File: src/rtl/sgb_pkg.sv
// Shared types, constants and helpers for the scaled glyph text blitter.
// No dependencies; imported by every module of the block.
`default_nettype none

package sgb_pkg;

	localparam int MAX_GLYPH_DIM = 8;
	localparam int GLYPH_COUNT   = 95;
	localparam int MAX_FRAME_DIM = 4096;
	localparam int FONT_DEPTH    = MAX_GLYPH_DIM * MAX_GLYPH_DIM * GLYPH_COUNT;
	localparam int FONT_AW       = $clog2(FONT_DEPTH);

	// item kinds
	localparam logic [1:0] KIND_FONT  = 2'd0;
	localparam logic [1:0] KIND_CHAR  = 2'd1;
	localparam logic [1:0] KIND_START = 2'd2;

	// character codes
	localparam logic [7:0] NEWLINE_CODE    = 8'd10;
	localparam logic [7:0] FIRST_PRINTABLE = 8'd32;
	localparam logic [7:0] LAST_PRINTABLE  = 8'd126;

	// register indexes
	localparam logic [2:0] REG_GLYPH_W  = 3'd0;
	localparam logic [2:0] REG_GLYPH_H  = 3'd1;
	localparam logic [2:0] REG_CELL_W   = 3'd2;
	localparam logic [2:0] REG_CELL_H   = 3'd3;
	localparam logic [2:0] REG_ORIGIN_X = 3'd4;
	localparam logic [2:0] REG_ORIGIN_Y = 3'd5;
	localparam logic [2:0] REG_TARGET_W = 3'd6;
	localparam logic [2:0] REG_TARGET_H = 3'd7;

	typedef struct packed {
		logic [1:0]  kind;
		logic [7:0]  char_code;
		logic [12:0] font_index;
		logic [31:0] font_pixel;
	} item_t;

	typedef struct packed {
		logic [23:0] frame_address;
		logic [31:0] pixel_value;
		logic        last_write;
	} pix_t;

	// saturated configuration, as the walker sees it
	typedef struct packed {
		logic [3:0]  gw;
		logic [3:0]  gh;
		logic [3:0]  cw;
		logic [3:0]  ch;
		logic [11:0] ox;
		logic [11:0] oy;
		logic [12:0] tw;
		logic [12:0] th;
	} cfg_t;

	// decoded item commands into the walker
	typedef struct packed {
		logic       home;
		logic       newline;
		logic       draw;
		logic [6:0] glyph;
	} cmd_t;

	// font read request out of the walker
	typedef struct packed {
		logic              valid;
		logic [FONT_AW-1:0] src;
		logic [23:0]       frame;
		logic              last;
	} req_t;

	function automatic logic [3:0] clamp_dim(input logic [3:0] v);
		logic [3:0] r;
		r = v;
		if (v == 4'd0)
			r = 4'd1;
		else if (v > 4'(MAX_GLYPH_DIM))
			r = 4'(MAX_GLYPH_DIM);
		return r;
	endfunction

	function automatic logic [12:0] clamp_frame(input logic [12:0] v);
		return (v > 13'(MAX_FRAME_DIM)) ? 13'(MAX_FRAME_DIM) : v;
	endfunction

	// floor(g*i/c) for i < c, so the quotient stays below 8: three restoring steps
	function automatic logic [2:0] scale_idx(input logic [3:0] g, input logic [3:0] i,
			input logic [3:0] c);
		logic [6:0] n;
		logic [6:0] d;
		logic [2:0] q;
		n = {3'b0, g} * {3'b0, i};
		q = '0;
		for (int b = 2; b >= 0; b--) begin
			d = {3'b0, c} << b;
			if (n >= d) begin
				n = n - d;
				q[b] = 1'b1;
			end
		end
		return q;
	endfunction

endpackage

`default_nettype wire

File: src/rtl/sgb_walk.sv
// Text cursor and cell walker: sets up one character's cell, then steps
// through its visible pixels, one font read request per cycle while issue_ok is high.
// Depends on sgb_pkg.
`default_nettype none

module sgb_walk (
	input  wire logic          clk,
	input  wire logic          arst_n,
	input  wire sgb_pkg::cfg_t cfg,
	input  wire sgb_pkg::cmd_t cmd,
	input  wire logic          issue_ok,
	output logic               idle,
	output sgb_pkg::req_t      req
);
	import sgb_pkg::*;

	typedef enum logic [2:0] {
		ST_IDLE  = 3'b001,
		ST_SETUP = 3'b010,
		ST_RUN   = 3'b100
	} state_t;

	state_t      state_q;
	logic [11:0] col_q;
	logic [11:0] row_q;
	logic [16:0] base_x_q;
	logic [16:0] base_y_q;
	logic [6:0]  glyph_q;
	logic [3:0]  nx_q;
	logic [3:0]  ny_q;
	logic [2:0]  ix_q;
	logic [2:0]  iy_q;
	logic [23:0] row_addr_q;
	logic [9:0]  glyph_off_q;
	logic [9:0]  stride_q;

	logic [16:0] span_x;
	logic [16:0] span_y;
	logic [3:0]  nx;
	logic [3:0]  ny;
	logic [2:0]  sx;
	logic [2:0]  sy;
	logic        last_col;
	logic        last_row;
	logic        fire;

	// visible columns and rows of the cell: clipping only trims the far edges
	always_comb begin
		span_x = {4'b0, cfg.tw} - base_x_q;
		span_y = {4'b0, cfg.th} - base_y_q;
		if (base_x_q >= {4'b0, cfg.tw})
			nx = '0;
		else if (span_x >= {13'b0, cfg.cw})
			nx = cfg.cw;
		else
			nx = span_x[3:0];
		if (base_y_q >= {4'b0, cfg.th})
			ny = '0;
		else if (span_y >= {13'b0, cfg.ch})
			ny = cfg.ch;
		else
			ny = span_y[3:0];
	end

	assign sx       = scale_idx(cfg.gw, {1'b0, ix_q}, cfg.cw);
	assign sy       = scale_idx(cfg.gh, {1'b0, iy_q}, cfg.ch);
	assign last_col = ({1'b0, ix_q} == nx_q - 4'd1);
	assign last_row = ({1'b0, iy_q} == ny_q - 4'd1);
	assign fire     = (state_q == ST_RUN) && issue_ok;
	assign idle     = (state_q == ST_IDLE);

	always_comb begin
		req.valid = fire;
		req.src   = 13'({10'b0, sy} * {3'b0, stride_q}) + {3'b0, glyph_off_q} + {10'b0, sx};
		req.frame = row_addr_q + {21'b0, ix_q};
		req.last  = last_col && last_row;
	end

	always_ff @(posedge clk or negedge arst_n) begin
		if (!arst_n) begin
			state_q <= ST_IDLE;
			col_q   <= '0;
			row_q   <= '0;
			ix_q    <= '0;
			iy_q    <= '0;
		end else begin
			unique case (state_q)
				ST_IDLE: begin
					if (cmd.home) begin
						col_q <= '0;
						row_q <= '0;
					end else if (cmd.newline) begin
						col_q <= '0;
						row_q <= row_q + 12'd1;
					end else if (cmd.draw) begin
						col_q   <= col_q + 12'd1;
						state_q <= ST_SETUP;
					end
				end
				ST_SETUP: begin
					ix_q <= '0;
					iy_q <= '0;
					if (nx == 4'd0 || ny == 4'd0)
						state_q <= ST_IDLE;
					else
						state_q <= ST_RUN;
				end
				ST_RUN: begin
					if (fire) begin
						if (last_col) begin
							ix_q <= '0;
							iy_q <= iy_q + 3'd1;
							if (last_row)
								state_q <= ST_IDLE;
						end else begin
							ix_q <= ix_q + 3'd1;
						end
					end
				end
				default: state_q <= ST_IDLE;
			endcase
		end
	end

	// datapath registers, no reset
	always_ff @(posedge clk) begin
		if (idle && cmd.draw && !cmd.home && !cmd.newline) begin
			base_x_q <= {5'b0, cfg.ox} + {5'b0, col_q} * {13'b0, cfg.cw};
			base_y_q <= {5'b0, cfg.oy} + {5'b0, row_q} * {13'b0, cfg.ch};
			glyph_q  <= cmd.glyph;
		end
		if (state_q == ST_SETUP) begin
			nx_q        <= nx;
			ny_q        <= ny;
			row_addr_q  <= {11'b0, cfg.tw} * {12'b0, base_y_q[11:0]}
				+ {12'b0, base_x_q[11:0]};
			glyph_off_q <= {6'b0, cfg.gw} * {3'b0, glyph_q};
			stride_q    <= 10'(GLYPH_COUNT) * {6'b0, cfg.gw};
		end else if (fire && last_col) begin
			row_addr_q <= row_addr_q + {11'b0, cfg.tw};
		end
	end

endmodule

`default_nettype wire

File: config.mk
export PLATFORM = sky130hd
export DESIGN_NAME = sgb_walk
export DESIGN_NICKNAME = d
export VERILOG_FILES = /design/src/rtl/sgb_pkg.sv /design/src/rtl/sgb_walk.sv
export SDC_FILE = /design/constraint.sdc
export NUM_CORES = 1
export LEC_CHECK = 0
export ABC_CLOCK_PERIOD_IN_PS = 12350
export BUFFER_PORTS_ARGS = -buffer_cell sky130_fd_sc_hd__buf_2
export CAP_MARGIN = 20
export CORE_MARGIN = 2
export CORE_UTILIZATION = 44
export CTS_CLUSTER_SIZE = 30
export DETAILED_ROUTE_END_ITERATION = 12
export PLACE_DENSITY = 0.66
export SYNTH_ARGS = -nofsm -noshare
export SYNTH_HDL_FRONTEND = slang
export SYNTH_SLANG_ARGS = --single-unit
export TNS_END_PERCENT = 20
File: constraint.sdc
create_clock -name clk -period 12.35 [get_ports clk]
set_input_delay 1.235 -clock clk [delete_from_list [all_inputs] [get_ports clk]]
set_output_delay 1.235 -clock clk [all_outputs]
set_load 0.02 [all_outputs]
==> out/metrics.cfg <==
[routing]
finalWirelength_mm=50.9
drt_iter0_drc=956
drc=0
via_count=16100
viasPerCell=5.38
antenna_left=0
wl_per_cell_um=17.0
first_pass_iters=5

[worst_setup_path]
reg2reg_slack_ns=5.97
cp-endpoint=req[36]
cpMaxStageDelayCell=fa_1
worstPathRequired_ns=11.11
start_kind=primary input
cpLargestDelayFamily=adder cells
crit_cells=42
critPathLaunch=cfg[60]
worstPathMaxFanout=10
path_class=primary input to output pin
r2r_cells=19
r2r-end=row_addr_q[22]
end_kind=output pin
critPathArrivalTime_ns=10.44
path_buf_inv=3
cp_slowest_stage_delay_ns=0.50
rr_startpoint=base_y_q[2]

[grt]
grt_pass1_wl_mm=84.0
grt_pass1_vias=16600
grt_antenna_before_repair=1
grt.total_usage=0.218
grt_overflow=0
grt_max_degree=56

[run]
max-cap-violations=0

[timing]
setup_viol=0
slew-limit-headroom=0.331
maxSlewViolCount=0
setup_tns_ns=0
clock_skew_ns=0.00775
hold_viol=0
rsz0062_at_grt=false
final.min_clock_period_ns=11.68
fin_crit_sh=0.946
tightest_slew_ns=0.978
fmax_mhz=85.6

[synthesis]
synth_most_common_cell=inv_1
synth_top_area_cell=fa_1
synth_common_cells=inv_1, nand2_1, ha_1
synth_fp_nets=2874
synthArstFlopShare=0.262
syn_area_um2=20600
ys_seq_elements=126
synth_cell_type_count=87
synth_area_leaders=fa_1, ha_1, edfxtp_1
synth_warnings=0
synth_edf_count=93
syn_inst=2296
synth_top_area_share=0.226
synth_flop_cell=edfxtp_1
ys_seq_area_frac=0.176
syn_area_per_cell_um2=8.96

[finish]
register_area_um2=3620
fillers=4359
drive_above_1_share=0.0786
utilization=0.482
multi_input_area_um2=15500
synthToLayoutAreaGrowth_pct=8.64
nets=2958

[clock_network]
cts_sinks=126
path_clk_slew_ns=0.06
cts_made_buffers=17
clock_latency_ns=0.45
hold_buffers=0
htreeDepth=4
cts_max_path_buffers=2
cts_tree=yes
root_buffer=clkbuf_16

[floorplan]
fp.dieW_um=220
dieArea_um2=48500
die_h_um=220
placementRows=79
core_um2=46400
start_util=0.444
io_pins=119

[run_status]
status=complete, no violations

[placed_design]
numPortBuffers=118
gp_congestion=0.898
dp_hpwl_mm=41.6

[min_path]
holdCritStartpoint=col_q[11]
min_path_cells=1
holdCritPathClass=flop to flop

[power_and_ir_drop]
p_leak_nw=11.0
power_density_nw_per_um2=129
peakVddDrop_uv=131

==> through the flow <==
step / hold slack, ns / cell area [um^2] / power [mW] / setup WS, ns / instances
global placement: 0.554 / 21700 / 2.33 / 0.635 / 2963
CTS: 0.578 / 22300 / 2.89 / 0.329 / 2995
floorplan: 0.487 / 20600 / 1.95 / 1.31 / 2296
global route: 0.612 / 22300 / 3.18 / 0.0206 / 3000
finish: 0.568 / 22300 / 2.88 / 0.671 / 3001
detailed placement: 0.570 / 21700 / 2.37 / 0.396 / 2963
==> cell families after synthesis <==
| logic type | count (synthesis) | synth area share |
|---|---|---|
| and+or+nand+nor | 755 | 0.178 |
| adders and majority gates | 499 | 0.388 |
| buffers and inverters | 385 | 0.0706 |
| AOI/OAI and AO/OA | 372 | 0.119 |
| xor gates and xnor gates | 145 | 0.0617 |
| DFF | 126 | 0.176 |
| muxes | 14 | 0.00700 |
==> worst min-delay path by stage <==
| stage | endpoint | slack (ns) |
|---|---|---|
| final | col_q[11] | 0.57 |
| after detailed placement | col_q[11] | 0.57 |
| after global placement | col_q[11] | 0.55 |
| after CTS | col_q[11] | 0.58 |
| after floorplan | col_q[11] | 0.49 |
| after global routing | col_q[11] | 0.61 |
==> worst register-to-register path, delay by kind of cell (launching register included) <==
family | cells | cell delay [ns]
fa+ha+maj | 6 | 2.88
compound gates | 4 | 1.50
flops | 1 | 0.71
simple gates | 4 | 0.61
xor+xnor | 1 | 0.18
buf+inv | 3 | 0.14
mux | 1 | 0.09
==> report_power, final <==
part / internal, mW / switching [mW]
Combinational: 0.800 / 1.08
Sequential: 0.477 / 0.0228
Clock: 0.298 / 0.209
==> layout make-up <==
class	instances	area share
multi-input cells	1785	0.694
flip-flops and latches	126	0.162
inverters	324	0.0544
well taps	607	0.0340
repair buffers	126	0.0296
clock buffers	17	0.0190
clock inverters	15	0.00722
diodes	1	0.000112
==> per-layer routing <==
layer / vias to the layer above / wire [um] / GRT usage / share of wire
met4: 2 / 1220 / 0.0676 / 0.024
met2: 382 / 22900 / 0.352 / 0.45
li1: 7829 / - / - / -
met5: - / 10 / 0 / 0.00020
met3: 68 / 2360 / 0.0326 / 0.046
met1: 7856 / 24500 / 0.302 / 0.48
==> layout by cell type (no fill, tap or decap), types with 13 or more instances in the layout <==
cell type and instances:
xnor2_1 88, a21oi_1 93, nor2_1 127, edfxtp_1 93, ha_1 267, nor2b_1 26
nand3_1 41, nor3_1 37, or3_1 14, a21o_1 42, dfrtp_1 32, and2_1 120
and3_1 20, nand2_1 291, a31oi_1 13, xor2_1 57, o21ai_0 87, nand4_1 19
a211oi_1 17, o31ai_1 13, clkbuf_16 17, buf_2 119, nand2b_1 18, fa_1 232
o21a_1 17, o21bai_1 16, inv_1 321
==> registers in the layout, summed over array words and instances, names as in the netlist <==
| register | flops |
|---|---|
| row_addr_q | 24 |
| base_x_q | 17 |
| base_y_q | 17 |
| col_q | 12 |
| row_q | 12 |
| glyph_off_q | 10 |
| stride_q | 10 |
| glyph_q | 7 |
| nx_q | 4 |
| ny_q | 4 |
| ix_q | 3 |
| iy_q | 3 |
| state_q | 3 |
==> timing repair <==
item | 4_1_cts | 5_1_grt
endpoints found under the setup margin | 0 | 4
gates resized for setup | 0 | 1
setup buffers | 0 | 3
Note: power is estimated with default switching activity, not from simulation.
